===== config.mk =====
export PLATFORM = sky130hd
export DESIGN_NAME = i2c_master_bit_sequencer
export DESIGN_NICKNAME = d
export VERILOG_FILES = /design/src/rtl/i2cms_pkg.sv /design/src/rtl/i2cms_core.sv /design/src/rtl/i2c_master_bit_sequencer.sv
export SDC_FILE = /design/constraint.sdc
export NUM_CORES = 1
export LEC_CHECK = 0
export BUFFER_PORTS_ARGS = -buffer_cell sky130_fd_sc_hd__buf_4
export CAP_MARGIN = 30
export CORE_MARGIN = 8
export CORE_UTILIZATION = 35
export CTS_BUF_LIST = sky130_fd_sc_hd__clkbuf_2
export DETAILED_ROUTE_END_ITERATION = 8
export PLACE_DENSITY = 0.54
export SYNTH_ARGS = -nofsm -noshare
export SYNTH_HDL_FRONTEND = slang
export SYNTH_HIERARCHICAL = 1
export SYNTH_SLANG_ARGS = --single-unit
export TNS_END_PERCENT = 20

===== constraint.sdc =====
create_clock -name clk_i -period 8.52 [get_ports clk_i]
set_clock_uncertainty 0.2 [all_clocks]
set_input_delay 1.704 -clock clk_i [delete_from_list [all_inputs] [get_ports clk_i]]
set_output_delay 1.704 -clock clk_i [all_outputs]
set_load 0.05 [all_outputs]

===== src/rtl/i2cms_pkg.sv =====
`default_nettype none

package i2cms_pkg;

  // Request codes carried in tuser of the input stream
  localparam logic [2:0] REQ_NONE  = 3'd0;
  localparam logic [2:0] REQ_START = 3'd1;
  localparam logic [2:0] REQ_STOP  = 3'd2;
  localparam logic [2:0] REQ_CLEAR = 3'd3;
  localparam logic [2:0] REQ_WRITE = 3'd4;
  localparam logic [2:0] REQ_READ  = 3'd5;

  // Phase codes
  localparam logic [2:0] PH_0 = 3'd0;
  localparam logic [2:0] PH_1 = 3'd1;
  localparam logic [2:0] PH_2 = 3'd2;
  localparam logic [2:0] PH_3 = 3'd3;
  localparam logic [2:0] PH_4 = 3'd4;

  // Last bit index of a byte
  localparam logic [3:0] LAST_BIT = 4'd7;

  localparam logic [15:0] SPACER_RESET = 16'd100;

  // Configuration register indexes
  localparam logic REG_SPACER = 1'b0;

  // One input word, unpacked
  typedef struct packed {
    logic [2:0] req_type;
    logic [7:0] data_byte;
    logic       ack_to_send;
    logic       sda_sample;
  } in_item_t;

  // One result word, unpacked
  typedef struct packed {
    logic       scl_level;
    logic       sda_drive;
    logic       sda_level;
    logic       busy_res;
    logic       done_res;
    logic [7:0] read_data;
    logic       nack_seen;
  } out_item_t;

endpackage

`default_nettype wire


===== src/rtl/i2cms_core.sv =====
`default_nettype none

// Sequencer state and one-tick update
module i2cms_core #(
  parameter int unsigned CLEAR_PULSES = 9
) (
  input  wire                  clk_i,
  input  wire                  rst_ni,
  input  wire                  step_i,
  input  i2cms_pkg::in_item_t  item_i,
  input  wire [15:0]           spacer_i,
  output i2cms_pkg::out_item_t result_o
);

  localparam logic [3:0] ClearLast = 4'(CLEAR_PULSES - 1);

  logic [2:0]  cmd_q, cmd_d;
  logic [2:0]  phase_q, phase_d;
  logic [3:0]  bit_cnt_q, bit_cnt_d;
  logic [7:0]  shift_q, shift_d;
  logic [15:0] delay_q, delay_d;
  logic        scl_q, scl_d;
  logic        oe_q, oe_d;
  logic        sda_q, sda_d;
  logic        ack_q, ack_d;
  logic        nack_q, nack_d;
  logic [7:0]  rx_q, rx_d;

  logic [15:0] spacer_load;
  logic [15:0] delay_dec;
  logic        fin;
  logic        done;

  assign spacer_load = (spacer_i == 16'd0) ? 16'd1 : spacer_i;
  assign delay_dec   = (delay_q != 16'd0) ? delay_q - 16'd1 : delay_q;

  // Next state for one tick
  always_comb begin
    cmd_d     = cmd_q;
    phase_d   = phase_q;
    bit_cnt_d = bit_cnt_q;
    shift_d   = shift_q;
    delay_d   = delay_q;
    scl_d     = scl_q;
    oe_d      = oe_q;
    sda_d     = sda_q;
    ack_d     = ack_q;
    nack_d    = nack_q;
    rx_d      = rx_q;
    fin       = 1'b0;
    done      = 1'b0;

    if (cmd_q == i2cms_pkg::REQ_NONE) begin
      // Idle: take a new command, first segment happens now
      if (item_i.req_type inside {[i2cms_pkg::REQ_START : i2cms_pkg::REQ_READ]}) begin
        cmd_d     = item_i.req_type;
        phase_d   = i2cms_pkg::PH_0;
        bit_cnt_d = 4'd0;
        delay_d   = spacer_load;
        case (item_i.req_type)
          i2cms_pkg::REQ_START, i2cms_pkg::REQ_STOP: begin
            oe_d  = 1'b1;
            sda_d = 1'b0;
          end
          i2cms_pkg::REQ_CLEAR: begin
            oe_d  = 1'b1;
            sda_d = 1'b1;
            scl_d = 1'b1;
          end
          i2cms_pkg::REQ_WRITE: begin
            shift_d = item_i.data_byte;
            oe_d    = 1'b1;
            sda_d   = item_i.data_byte[7];
          end
          default: begin
            shift_d = 8'd0;
            ack_d   = item_i.ack_to_send;
            oe_d    = 1'b0;
            sda_d   = 1'b1;
            scl_d   = 1'b1;
          end
        endcase
      end
    end else begin
      delay_d = delay_dec;
      if (delay_dec == 16'd0) begin
        // Spacer ran out: next pin-change segment
        case (cmd_q)
          i2cms_pkg::REQ_START: begin
            if (phase_q == i2cms_pkg::PH_0) begin
              scl_d   = 1'b0;
              phase_d = i2cms_pkg::PH_1;
            end else begin
              fin = 1'b1;
            end
          end
          i2cms_pkg::REQ_STOP: begin
            if (phase_q == i2cms_pkg::PH_0) begin
              scl_d   = 1'b1;
              phase_d = i2cms_pkg::PH_1;
            end else if (phase_q == i2cms_pkg::PH_1) begin
              sda_d   = 1'b1;
              phase_d = i2cms_pkg::PH_2;
            end else begin
              fin = 1'b1;
            end
          end
          i2cms_pkg::REQ_CLEAR: begin
            if (phase_q == i2cms_pkg::PH_0) begin
              scl_d   = 1'b0;
              phase_d = i2cms_pkg::PH_1;
            end else if (bit_cnt_q >= ClearLast) begin
              fin = 1'b1;
            end else begin
              bit_cnt_d = bit_cnt_q + 4'd1;
              scl_d     = 1'b1;
              phase_d   = i2cms_pkg::PH_0;
            end
          end
          i2cms_pkg::REQ_WRITE: begin
            case (phase_q)
              i2cms_pkg::PH_0: begin
                scl_d   = 1'b1;
                phase_d = i2cms_pkg::PH_1;
              end
              i2cms_pkg::PH_1: begin
                scl_d   = 1'b0;
                phase_d = i2cms_pkg::PH_2;
              end
              i2cms_pkg::PH_2: begin
                if (bit_cnt_q >= i2cms_pkg::LAST_BIT) begin
                  // release SDA for the ACK slot
                  oe_d    = 1'b0;
                  sda_d   = 1'b1;
                  scl_d   = 1'b1;
                  phase_d = i2cms_pkg::PH_3;
                end else begin
                  bit_cnt_d = bit_cnt_q + 4'd1;
                  shift_d   = {shift_q[6:0], 1'b0};
                  sda_d     = shift_q[6];
                  phase_d   = i2cms_pkg::PH_0;
                end
              end
              i2cms_pkg::PH_3: begin
                nack_d  = item_i.sda_sample;
                scl_d   = 1'b0;
                oe_d    = 1'b1;
                phase_d = i2cms_pkg::PH_4;
              end
              default: fin = 1'b1;
            endcase
          end
          i2cms_pkg::REQ_READ: begin
            case (phase_q)
              i2cms_pkg::PH_0: begin
                shift_d = {shift_q[6:0], item_i.sda_sample};
                scl_d   = 1'b0;
                phase_d = i2cms_pkg::PH_1;
              end
              i2cms_pkg::PH_1: begin
                if (bit_cnt_q >= i2cms_pkg::LAST_BIT) begin
                  oe_d    = 1'b1;
                  sda_d   = ~ack_q;
                  scl_d   = 1'b1;
                  phase_d = i2cms_pkg::PH_2;
                end else begin
                  bit_cnt_d = bit_cnt_q + 4'd1;
                  scl_d     = 1'b1;
                  phase_d   = i2cms_pkg::PH_0;
                end
              end
              i2cms_pkg::PH_2: begin
                scl_d   = 1'b0;
                phase_d = i2cms_pkg::PH_3;
              end
              default: begin
                oe_d  = 1'b0;
                sda_d = 1'b1;
                rx_d  = shift_q;
                fin   = 1'b1;
              end
            endcase
          end
          default: fin = 1'b1;
        endcase

        if (fin) begin
          cmd_d     = i2cms_pkg::REQ_NONE;
          phase_d   = i2cms_pkg::PH_0;
          bit_cnt_d = 4'd0;
          done      = 1'b1;
        end else begin
          delay_d = spacer_load;
        end
      end
    end
  end

  // Result word reflects the state after this tick
  always_comb begin
    result_o.scl_level = scl_d;
    result_o.sda_drive = oe_d;
    result_o.sda_level = sda_d;
    result_o.busy_res  = (cmd_d != i2cms_pkg::REQ_NONE);
    result_o.done_res  = done;
    result_o.read_data = rx_d;
    result_o.nack_seen = nack_d;
  end

  // State registers
  always_ff @(posedge clk_i or negedge rst_ni) begin
    if (!rst_ni) begin
      cmd_q     <= i2cms_pkg::REQ_NONE;
      phase_q   <= i2cms_pkg::PH_0;
      bit_cnt_q <= 4'd0;
      shift_q   <= 8'd0;
      delay_q   <= 16'd0;
      scl_q     <= 1'b1;
      oe_q      <= 1'b1;
      sda_q     <= 1'b1;
      ack_q     <= 1'b0;
      nack_q    <= 1'b0;
      rx_q      <= 8'd0;
    end else if (step_i) begin
      cmd_q     <= cmd_d;
      phase_q   <= phase_d;
      bit_cnt_q <= bit_cnt_d;
      shift_q   <= shift_d;
      delay_q   <= delay_d;
      scl_q     <= scl_d;
      oe_q      <= oe_d;
      sda_q     <= sda_d;
      ack_q     <= ack_d;
      nack_q    <= nack_d;
      rx_q      <= rx_d;
    end
  end

endmodule

`default_nettype wire


===== src/rtl/i2c_master_bit_sequencer.sv =====
// Channel  | Dir | Handshake                  | Payload
// s_axis   | in  | s_axis_tvalid/tready       | tdata: tick word, tuser: request code
// m_axis   | out | m_axis_tvalid/tready       | tdata: pin and status word
// apb      | in  | psel/penable, pready = 1   | spacer_ticks at address 0
//
// One tick word per cycle sustained unless the output stalls; an accepted word
// passes the input register, then sequencer update into the result register.
// The sequencer state advances only when a word moves from the input register
// into the result register, so a stalled output holds both stages.
// Reset is asynchronous, active low; spacer_ticks resets to 100.
`default_nettype none

module i2c_master_bit_sequencer #(
  parameter int unsigned CLEAR_PULSES = 9
) (
  input  wire        clk_i,
  input  wire        rst_ni,
  // input tick stream
  input  wire        s_axis_tvalid,
  output logic       s_axis_tready,
  input  wire [15:0] s_axis_tdata,  // [7:0] data_byte, [8] ack_to_send, [9] sda_sample
  input  wire [2:0]  s_axis_tuser,  // [2:0] req_type
  // result stream
  output logic       m_axis_tvalid,
  input  wire        m_axis_tready,
  output logic [15:0] m_axis_tdata, // [0] scl_level, [1] sda_drive, [2] sda_level,
                                    // [3] busy_res, [4] done_res, [12:5] read_data,
                                    // [13] nack_seen
  // configuration
  input  wire        psel,
  input  wire        penable,
  input  wire        pwrite,
  input  wire [2:0]  paddr,
  input  wire [31:0] pwdata,
  output logic [31:0] prdata,
  output logic       pready
);

  logic                 in_v_q;
  i2cms_pkg::in_item_t  in_q;
  logic                 out_v_q;
  i2cms_pkg::out_item_t out_q;
  i2cms_pkg::out_item_t result;
  logic [15:0]          spacer_q;
  logic                 step;
  logic                 cfg_wr;

  // A word moves on when the result register is free or being drained
  assign step          = in_v_q && (!out_v_q || m_axis_tready);
  assign s_axis_tready = !in_v_q || step;

  // Input register
  always_ff @(posedge clk_i or negedge rst_ni) begin
    if (!rst_ni) begin
      in_v_q <= 1'b0;
    end else if (s_axis_tready) begin
      in_v_q <= s_axis_tvalid;
    end
  end

  always_ff @(posedge clk_i) begin
    if (s_axis_tready && s_axis_tvalid) begin
      in_q.req_type    <= s_axis_tuser;
      in_q.data_byte   <= s_axis_tdata[7:0];
      in_q.ack_to_send <= s_axis_tdata[8];
      in_q.sda_sample  <= s_axis_tdata[9];
    end
  end

  i2cms_core #(
    .CLEAR_PULSES(CLEAR_PULSES)
  ) u_core (
    .clk_i   (clk_i),
    .rst_ni  (rst_ni),
    .step_i  (step),
    .item_i  (in_q),
    .spacer_i(spacer_q),
    .result_o(result)
  );

  // Result register
  always_ff @(posedge clk_i or negedge rst_ni) begin
    if (!rst_ni) begin
      out_v_q <= 1'b0;
    end else if (!out_v_q || m_axis_tready) begin
      out_v_q <= in_v_q;
    end
  end

  always_ff @(posedge clk_i) begin
    if (step) begin
      out_q <= result;
    end
  end

  assign m_axis_tvalid = out_v_q;
  assign m_axis_tdata  = {2'b00, out_q.nack_seen, out_q.read_data, out_q.done_res,
                          out_q.busy_res, out_q.sda_level, out_q.sda_drive,
                          out_q.scl_level};

  // Configuration port
  assign pready = 1'b1;
  assign cfg_wr = psel && penable && pwrite && pready;

  always_ff @(posedge clk_i or negedge rst_ni) begin
    if (!rst_ni) begin
      spacer_q <= i2cms_pkg::SPACER_RESET;
    end else if (cfg_wr && (paddr[2] == i2cms_pkg::REG_SPACER)) begin
      spacer_q <= pwdata[15:0];
    end
  end

  assign prdata = (paddr[2] == i2cms_pkg::REG_SPACER) ? {16'd0, spacer_q} : 32'd0;

`ifndef NO_ASSERTIONS
  // a finishing tick always reports the bus as no longer busy
  a_done_not_busy: assert property (@(posedge clk_i) disable iff (!rst_ni)
    m_axis_tvalid && m_axis_tdata[4] |-> !m_axis_tdata[3])
    else $error("done word still reports busy");

  // input stalls only when both stages are full and the output is stalled
  a_stall_cause: assert property (@(posedge clk_i) disable iff (!rst_ni)
    !s_axis_tready |-> in_v_q && out_v_q && !m_axis_tready)
    else $error("input stalled without a full pipeline");

  // a drained result with nothing behind it leaves the output empty
  a_drain: assert property (@(posedge clk_i) disable iff (!rst_ni)
    m_axis_tvalid && m_axis_tready && !in_v_q |=> !m_axis_tvalid)
    else $error("result repeated after drain");
`endif

endmodule

`default_nettype wire

==> impl_metrics.ini, run 1 <==
[status]
result_of_the_run = finished, final reports clean

[yosys]
yosysSeqAreaShare_pct = 44.2
share_of_the_synthesized_area_in_the_top_cell_type_pct = 26.7
synth_top_cell_by_area = sky130_fd_sc_hd__dfrtp_1
synth_enable_flop_cells = 27
synthFlopType = sky130_fd_sc_hd__dfrtp_1
syn_area_sq_um = 5530
synth_top_cells_by_area = sky130_fd_sc_hd__dfrtp_1 27%, sky130_fd_sc_hd__edfxtp_1 15%, sky130_fd_sc_hd__mux2_4 4.9%
yosysWarnings = 6
synthArstFlopShare_pct = 70.7
postSynthAreaPerCell_sq_um = 10.3
yosys_register_bits = 92
post_synth_inst_count = 537
synth.distinct_cells = 69

[clock_tree]
cell_at_the_root_of_the_clock_tree = sky130_fd_sc_hd__clkbuf_2
clk_latency_ns = 0.63
cts_tree = yes
cts_max_path_buffers = 2
post_cts.resized_instances = 0
number_of_buffers_inserted_during_clock_tree_synthesis = 9
cts_num_sinks = 92
postCtsSetupBuffers = 0
htreeDepth = 3
path_clk_slew_ns = 0.22
hold_buffers = 0

[power_and_ir_drop]
clkPwrFrac_pct = 21.5
switching_fraction_of_total_power_pct = 35.3
comb_power_share_pct = 22.0
irDropWorstVdd_v = 0.0000998
cellPowerDensity_nw_per_um2 = 154
leakage_uw = 0.00263
share_seq_of_total_power_pct = 56.5
total_switching_power_uw = 335
p_int_uw = 614

[flow_run]
max-cap-violations = 0

[hold_path]
holdPathStages = 1
launch_point_of_the_worst_hold_path = in_v_q
min_path_type = reg2reg
timing.hold.worst_endpoint = m_axis_tvalid

[routing]
detail_route.wl_per_cell_microns = 17.0
drc = 0
routed_antenna_nets = 0
vias_per_cell = 5.28
finalWirelength_microns = 13700
first_pass_iters = 5
route.vias.total = 4233
drt_iter0_markers = 455

[final_layout]
layoutNonFillerInstCount = 802
area.sequential_sq_um = 2440
num_antenna_cells = 0
post-route-util_pct = 39.4
multiInputGateArea_sq_um = 2740
areaGrowthSynthToFinish_pct = 11.7
filler_cell_count = 1590
num-nets-final = 645
drive_gt1_share_pct = 25.4

[critical_path]
cpMaxStageDelayCell = sky130_fd_sc_hd__and2b_1
r2r_cells = 10
worst-setup-path-type = in2out
crit_top_cell = sky130_fd_sc_hd__buf_4
critical_path_end_type = output pin
critPathTopFamily = buffers and inverters
worst-endpoint-required_ns = 6.62
timing.critical_path.cells = buf_4 > and2b_1 > buf_4
worstReg2RegEnd = u_core/delay_q[3]
critical_path.max_stage_delay_ns = 0.21
crit_fanout = 17
regToRegStartpoint = u_core/delay_q[0]
worst-path-buf-inv = 2
critPathArrivalTime_ns = 2.27
r2r_setup_slk_ns = 4.48
cp-start-kind = input port

[place]
place.port_buffers = 68
gp_congestion = 0.846
place_inst = 786
dpl.hpwl_microns = 9550
pre_cts_slack_ns = 4.35

[grt]
first_pass_grt_wire_length_microns = 22500
grt_start_max_net_pins = 66
grt_overflow = 0
grt_antenna_before_repair = 0
vias_in_the_first_global_route = 4433
grt_usage_pct = 13.9

[floorplanning]
num_io_pins = 112
die_w_microns = 142
die_y_microns = 142
row_count = 46
die-area_sq_um = 20100
floorplan.core_area_sq_um = 15700
start_util_pct = 35.3

[sta]
final_min_period_over_clock_period_pct = 49.0
timing_max_transition_violations_final = 0
post-route-min-period_ns = 4.17
setup-violations-final = 0
final.setup.tns_ns = 0
finalHoldViolCount = 0
worst_pin_slew_ns = 0.963
unrepaired_setup_endpoints_after_global_routing = false
layout_setup_ws_ns = 4.35
max_clock_freq_mhz = 240
timing.max_slew.rel_slack_pct = 35.8
[registers in the layout (all words and copies together) (netlist names)]
signal            flops
spacer_q             16
u_core/delay_q       16
m_axis_tdata         14
in_q                 13
u_core/rx_q           8
u_core/shift_q        8
u_core/bit_cnt_q      4
u_core/cmd_q          3
u_core/phase_q        3
in_v_q                1
m_axis_tvalid         1
u_core/ack_q          1
u_core/nack_q         1
u_core/oe_q           1
u_core/scl_q          1
u_core/sda_q          1
[area by class of cell]
class / instances / share of cell area (%)
clock buffer: 10 / 0.811
clock inverter: 6 / 0.811
inverter: 18 / 1.09
multi-input combinational: 387 / 44.4
sequential: 92 / 39.6
tap: 216 / 4.38
timing repair buffer: 73 / 8.88
[kinds of logic (layout without fill, tap and decap cells)]
kind of cell | Yosys count | after routing | synth area share [%]
AND/OR/NAND/NOR | 182 | 182 | 18.9
other | 2 | 19 | 0.136
AO/OA/AOI/OAI | 120 | 120 | 15.0
flip-flops | 92 | 92 | 44.2
adder cells (fa/ha/maj) | 3 | 3 | 0.679
buffers and inverters | 75 | 107 | 7.38
multiplexers | 61 | 61 | 13.4
XOR/XNOR | 2 | 2 | 0.317
[metal layers]
metal	vias to the layer above	global-route usage [%]	routed length, microns
met5	-	0	0
met4	0	4.64	225
met3	19	4.20	816
met2	113	22.5	6550
met1	2061	17.4	6080
li1	2040	-	-
[worst reg2reg max path, stage by stage (launching register included)]
cell and delay [ns]:
sky130_fd_sc_hd__dfrtp_1 0.55, sky130_fd_sc_hd__inv_1 0.10, sky130_fd_sc_hd__ha_1 0.27, sky130_fd_sc_hd__nor3b_2 0.37, sky130_fd_sc_hd__nand4_1 0.36, sky130_fd_sc_hd__or3_1 0.42
sky130_fd_sc_hd__a31oi_1 0.32, sky130_fd_sc_hd__or3_1 0.19, sky130_fd_sc_hd__o21a_1 0.77, sky130_fd_sc_hd__mux2i_1 0.32, sky130_fd_sc_hd__o2bb2ai_1 0.10
[how the worst max path moves through the flow]
stage          depth (start not counted)              start                  to  slack [ns]
2_1_floorplan                          2           paddr[2]          prdata[10]        4.01
6_report                               3           paddr[2]          prdata[15]        4.35
3_3_place_gp                           3           paddr[2]           prdata[2]        4.36
5_1_grt                               10  u_core/delay_q[0]  u_core/delay_q[12]        4.17
3_5_place_dp                           3           paddr[2]          prdata[13]        4.35
4_1_cts                                3           paddr[2]          prdata[13]        4.34
[synthesized netlist by cell type (7+ instances only)]
cell type                  instances
sky130_fd_sc_hd__a211oi_1          7
sky130_fd_sc_hd__a21oi_1          25
sky130_fd_sc_hd__a22o_1           11
sky130_fd_sc_hd__buf_4            25
sky130_fd_sc_hd__clkbuf_1         25
sky130_fd_sc_hd__dfrtp_1          59
sky130_fd_sc_hd__edfxtp_1         27
sky130_fd_sc_hd__inv_1            18
sky130_fd_sc_hd__mux2_1           11
sky130_fd_sc_hd__mux2_2           20
sky130_fd_sc_hd__mux2_4           18
sky130_fd_sc_hd__mux2i_1          12
sky130_fd_sc_hd__nand2_1          25
sky130_fd_sc_hd__nand2b_1          9
sky130_fd_sc_hd__nand3_1          20
sky130_fd_sc_hd__nand4_1           9
sky130_fd_sc_hd__nor2_1           31
sky130_fd_sc_hd__nor2b_1          13
sky130_fd_sc_hd__nor3_1           18
sky130_fd_sc_hd__nor4_1           12
sky130_fd_sc_hd__o21ai_0          18
sky130_fd_sc_hd__o21ai_1          11
[through the flow]
| step | instance area, sq um | total power [uW] | hold slack (ns) |
|---|---|---|---|
| 2_1_floorplan | 5590 | 687 | 0.249 |
| 3_3_place_gp | 6060 | 751 | 0.267 |
| 3_5_place_dp | 6070 | 755 | 0.282 |
| 4_1_cts | 6170 | 965 | 0.325 |
| 5_1_grt | 6170 | 1000 | 0.347 |
| 6_report | 6170 | 949 | 0.320 |
[cells in the final DEF (no fill, tap or decap), types with 4 or more instances in the layout]
cell type | netlist | final
sky130_fd_sc_hd__o22ai_1 | 5 | 5
sky130_fd_sc_hd__and3_1 | 6 | 6
sky130_fd_sc_hd__a2bb2oi_1 | 6 | 6
sky130_fd_sc_hd__clkbuf_2 | 0 | 10
sky130_fd_sc_hd__a211oi_1 | 7 | 7
sky130_fd_sc_hd__a22o_1 | 11 | 11
sky130_fd_sc_hd__mux2_4 | 18 | 18
sky130_fd_sc_hd__mux2_2 | 20 | 20
sky130_fd_sc_hd__dfstp_2 | 6 | 6
sky130_fd_sc_hd__o21ai_0 | 18 | 17
sky130_fd_sc_hd__nor4_1 | 12 | 12
sky130_fd_sc_hd__nand3_1 | 20 | 20
sky130_fd_sc_hd__a21oi_1 | 25 | 25
sky130_fd_sc_hd__nand2b_1 | 9 | 9
sky130_fd_sc_hd__conb_1 | 2 | 19
sky130_fd_sc_hd__mux2i_1 | 12 | 12
sky130_fd_sc_hd__and2b_1 | 6 | 6
sky130_fd_sc_hd__o21ai_1 | 11 | 11
sky130_fd_sc_hd__nor2_1 | 31 | 31
sky130_fd_sc_hd__mux2_1 | 11 | 11
sky130_fd_sc_hd__buf_4 | 25 | 73
sky130_fd_sc_hd__edfxtp_1 | 27 | 27
sky130_fd_sc_hd__nand4_1 | 9 | 9
sky130_fd_sc_hd__or4_1 | 4 | 4
sky130_fd_sc_hd__nor2b_1 | 13 | 13
sky130_fd_sc_hd__nand2_1 | 25 | 25
sky130_fd_sc_hd__nor3_1 | 18 | 18
sky130_fd_sc_hd__or3_1 | 5 | 5
sky130_fd_sc_hd__inv_1 | 18 | 18
sky130_fd_sc_hd__dfrtp_1 | 59 | 59
[power groups by stage]
| stage | logic, uW | clock network, uW | registers [uW] |
|---|---|---|---|
| floorplan | 153 | 0 | 534 |
| global placement | 208 | 0 | 544 |
| detailed placement | 210 | 0 | 545 |
| CTS | 211 | 217 | 537 |
| global route | 225 | 234 | 543 |
| finish | 209 | 204 | 536 |
Power figures use the tool's default switching activity.
==> run 2: changes to the inputs <==
Settings changed: ABC_AREA from default to 1.
Clock period 8.52 ns to 4.27 ns, I/O delays scaled along.
==> run 2 against run 1 <==
Against the previous run:
- core utilization grew 0.38 points
- sequential power is 140% higher
- synthesized cell count grew 51%
- global-route usage up 0.55 points
- critical path depth rose by 10
- total power grew to 3.8 times the previous value
- setup slack worse by 3.2 ns
- critical path type is now reg2reg
- largest power group is now combinational logic
==> impl_metrics.ini, run 2 <==
[status]
result_of_the_run = finished, final reports clean

[clock_tree]
hold_buffers = 0
postCtsSetupBuffers = 0
number_of_buffers_inserted_during_clock_tree_synthesis = 9
cts_num_sinks = 92
cts_tree = yes
cell_at_the_root_of_the_clock_tree = sky130_fd_sc_hd__clkbuf_2
path_clk_slew_ns = 0.27
htreeDepth = 3
post_cts.resized_instances = 0
cts_max_path_buffers = 2
clk_latency_ns = 0.60

[yosys]
mux_cell_area_share_after_synthesis_pct = 0.380
synth_top_cells_by_area = sky130_fd_sc_hd__dfrtp_1 25%, sky130_fd_sc_hd__nand2_1 19%, sky130_fd_sc_hd__edfxtp_1 14%
yosysSeqAreaShare_pct = 41.2
dominant_combinational_cell_family_by_area_after_synthesis = simple AND/OR/NAND/NOR gates
post_synth_inst_count = 810
synth_top_cell_by_area = sky130_fd_sc_hd__dfrtp_1
synthArstFlopShare_pct = 70.7
synth-adder-area-share_pct = 0.633
synth_simple_gate_area_share_pct = 37.2
synthFlopType = sky130_fd_sc_hd__dfrtp_1
postSynthAreaPerCell_sq_um = 7.32
synth_top_cells_by_count = 300 x sky130_fd_sc_hd__nand2_1, 78 x sky130_fd_sc_hd__inv_1, 68 x sky130_fd_sc_hd__nor2_1, 66 x sky130_fd_sc_hd__nand3_1, 59 x sky130_fd_sc_hd__dfrtp_1
share_of_the_synthesized_area_in_the_top_cell_type_pct = 24.9
yosys_register_bits = 92
yosysWarnings = 6
synth.most_common_cell = sky130_fd_sc_hd__nand2_1
synth_enable_flop_cells = 27
synth_xor_area_share_pct = 0.295
synth_compound_area_share_pct = 9.58
synth.distinct_cells = 44
syn_area_sq_um = 5930

[grt]
first_pass_grt_wire_length_microns = 25100
vias_in_the_first_global_route = 4813
grt_start_max_net_pins = 66
grt_overflow = 0
grt_antenna_before_repair = 2
grt_usage_pct = 14.5

[power_and_ir_drop]
irDropWorstVdd_v = 0.000204
cellPowerDensity_nw_per_um2 = 546
leakage_uw = 0.00328

[critical_path]
worst-setup-path-type = reg2reg
cpMaxStageDelayCell = sky130_fd_sc_hd__dfrtp_1
worst-endpoint-required_ns = 4.59
worstReg2RegEnd = u_core/shift_q[7]
crit_top_cell = sky130_fd_sc_hd__nand2_1
regToRegStartpoint = u_core/delay_q[0]
cp-start-kind = flop
timing.critical_path.cells = inv_1 > ha_1 > nand2_4 > nor2_4 > nand2_2 > nand2_1 > nand2_1 > nor2_4 > nand3_4 > nand2_4 > nand3_4 > nand2_1 > o21ai_2
critical_path_end_type = flop
r2r_setup_slk_ns = 1.15
r2r_cells = 13
critical_path.max_stage_delay_ns = 0.45
crit_fanout = 18
critPathArrivalTime_ns = 3.44

[sta]
unrepaired_setup_endpoints_after_global_routing = false
worst_pin_slew_ns = 0.891
max_clock_freq_mhz = 320
timing.max_slew.rel_slack_pct = 40.6
finalHoldViolCount = 0
layout_setup_ws_ns = 1.15
final.setup.tns_ns = 0
setup-violations-final = 0
timing_max_transition_violations_final = 0
post-route-min-period_ns = 3.12
final_min_period_over_clock_period_pct = 73.1

[flow_run]
max-cap-violations = 0

[floorplanning]
floorplan.core_area_sq_um = 16600
die_y_microns = 146
die_w_microns = 146
num_io_pins = 112
die-area_sq_um = 21400
row_count = 47
start_util_pct = 35.8

[place]
pre_cts_slack_ns = 1.17
gp_congestion = 0.905
place.port_buffers = 68
dpl.hpwl_microns = 11200

[final_layout]
num-nets-final = 928
mostFrequentLayoutCells = 300 x sky130_fd_sc_hd__nand2_1, 78 x sky130_fd_sc_hd__inv_1, 71 x sky130_fd_sc_hd__buf_4
drive_gt1_share_pct = 16.8
areaGrowthSynthToFinish_pct = 11.3
post-route-util_pct = 39.8
final_common_cell = sky130_fd_sc_hd__nand2_1

[hold_path]
min_path_type = in2async

[routing]
detail_route.wl_per_cell_microns = 14.0
first_pass_iters = 5
finalWirelength_microns = 15300
vias_per_cell = 4.75
routed_antenna_nets = 0
drc = 0
drt_iter0_markers = 441
route.vias.total = 5178
## run 2: cell types whose count changed in the layout (fill, tap and decap cells not counted), moves of 37 or more
cell / before / now
sky130_fd_sc_hd__inv_1: 18 / 78
sky130_fd_sc_hd__nor2_1: 31 / 68
sky130_fd_sc_hd__nand2_1: 25 / 300
sky130_fd_sc_hd__nand3_1: 20 / 66
## run 2: through the flow
step                      instances  hold WS (ns)  total power, uW  area, sq um
after floorplan                 827         0.247             2780         6000
after global placement         1072         0.276             3190         6500
after detailed placement       1073         0.282             3210         6500
after CTS                      1089         0.115             3630         6600
after global routing           1091        0.0953             3930         6600
final                          1091         0.127             3600         6600
## run 2: how the worst max path moves through the flow
stage | from | to | slack [ns] | cells after the start
after global routing | u_core/delay_q[0] | u_core/delay_q[8] | 0.83 | 15
after CTS | u_core/delay_q[0] | u_core/shift_q[7] | 1.14 | 13
after global placement | u_core/delay_q[0] | u_core/shift_q[5] | 1.21 | 13
after detailed placement | u_core/delay_q[0] | u_core/shift_q[1] | 1.17 | 13
after floorplan | m_axis_tready | u_core/delay_q[10] | 0.83 | 10
final | u_core/delay_q[0] | u_core/shift_q[7] | 1.15 | 13
## run 2: kinds of logic (layout without fill, tap and decap cells)
| kind of cell | after synthesis | after routing |
|---|---|---|
| buffers and inverters | 128 | 170 |
| multiplexers | 2 | 2 |
| XOR/XNOR | 2 | 2 |
| other | 2 | 21 |
| flip-flops | 92 | 92 |
| AO/OA/AOI/OAI | 89 | 89 |
| AND/OR/NAND/NOR | 492 | 492 |
| adder cells (fa/ha/maj) | 3 | 3 |
## run 2: final cells by class
cell class                      instances  area (sq um)
Antenna cell                            2          5.00
Clock buffer                            9          45.0
Clock inverter                          7          50.0
Fill cell                            1797          9980
Inverter                               82           310
Multi-Input combinational cell        607          2930
Sequential cell                        92          2440
Tap cell                              220           275
Timing Repair Buffer                   72           538
## run 2: per-layer routing
metal | wire [microns] | track usage [%] | vias up
met5 | 0 | 0 | -
met4 | 229 | 4.89 | 0
met3 | 482 | 2.56 | 18
met2 | 6510 | 21.0 | 104
met1 | 8060 | 21.1 | 2380
li1 | - | - | 2676
## run 2: worst max-delay path: cells and delay by family (launching register included)
family / cells / cell delay (ns)
and+or+nand+nor: 10 / 1.90
DFF: 1 / 0.45
adders and majority gates: 1 / 0.27
buffers and inverters: 1 / 0.15
AOI/OAI and AO/OA: 1 / 0.06
## run 2: report_power, final
part | switching [uW] | total (uW) | leakage (uW) | internal [uW]
clock | 328 | 408 | 0.0000580 | 79.6
sequential | 188 | 1260 | 0.00110 | 1080
combinational | 1380 | 1930 | 0.00213 | 553
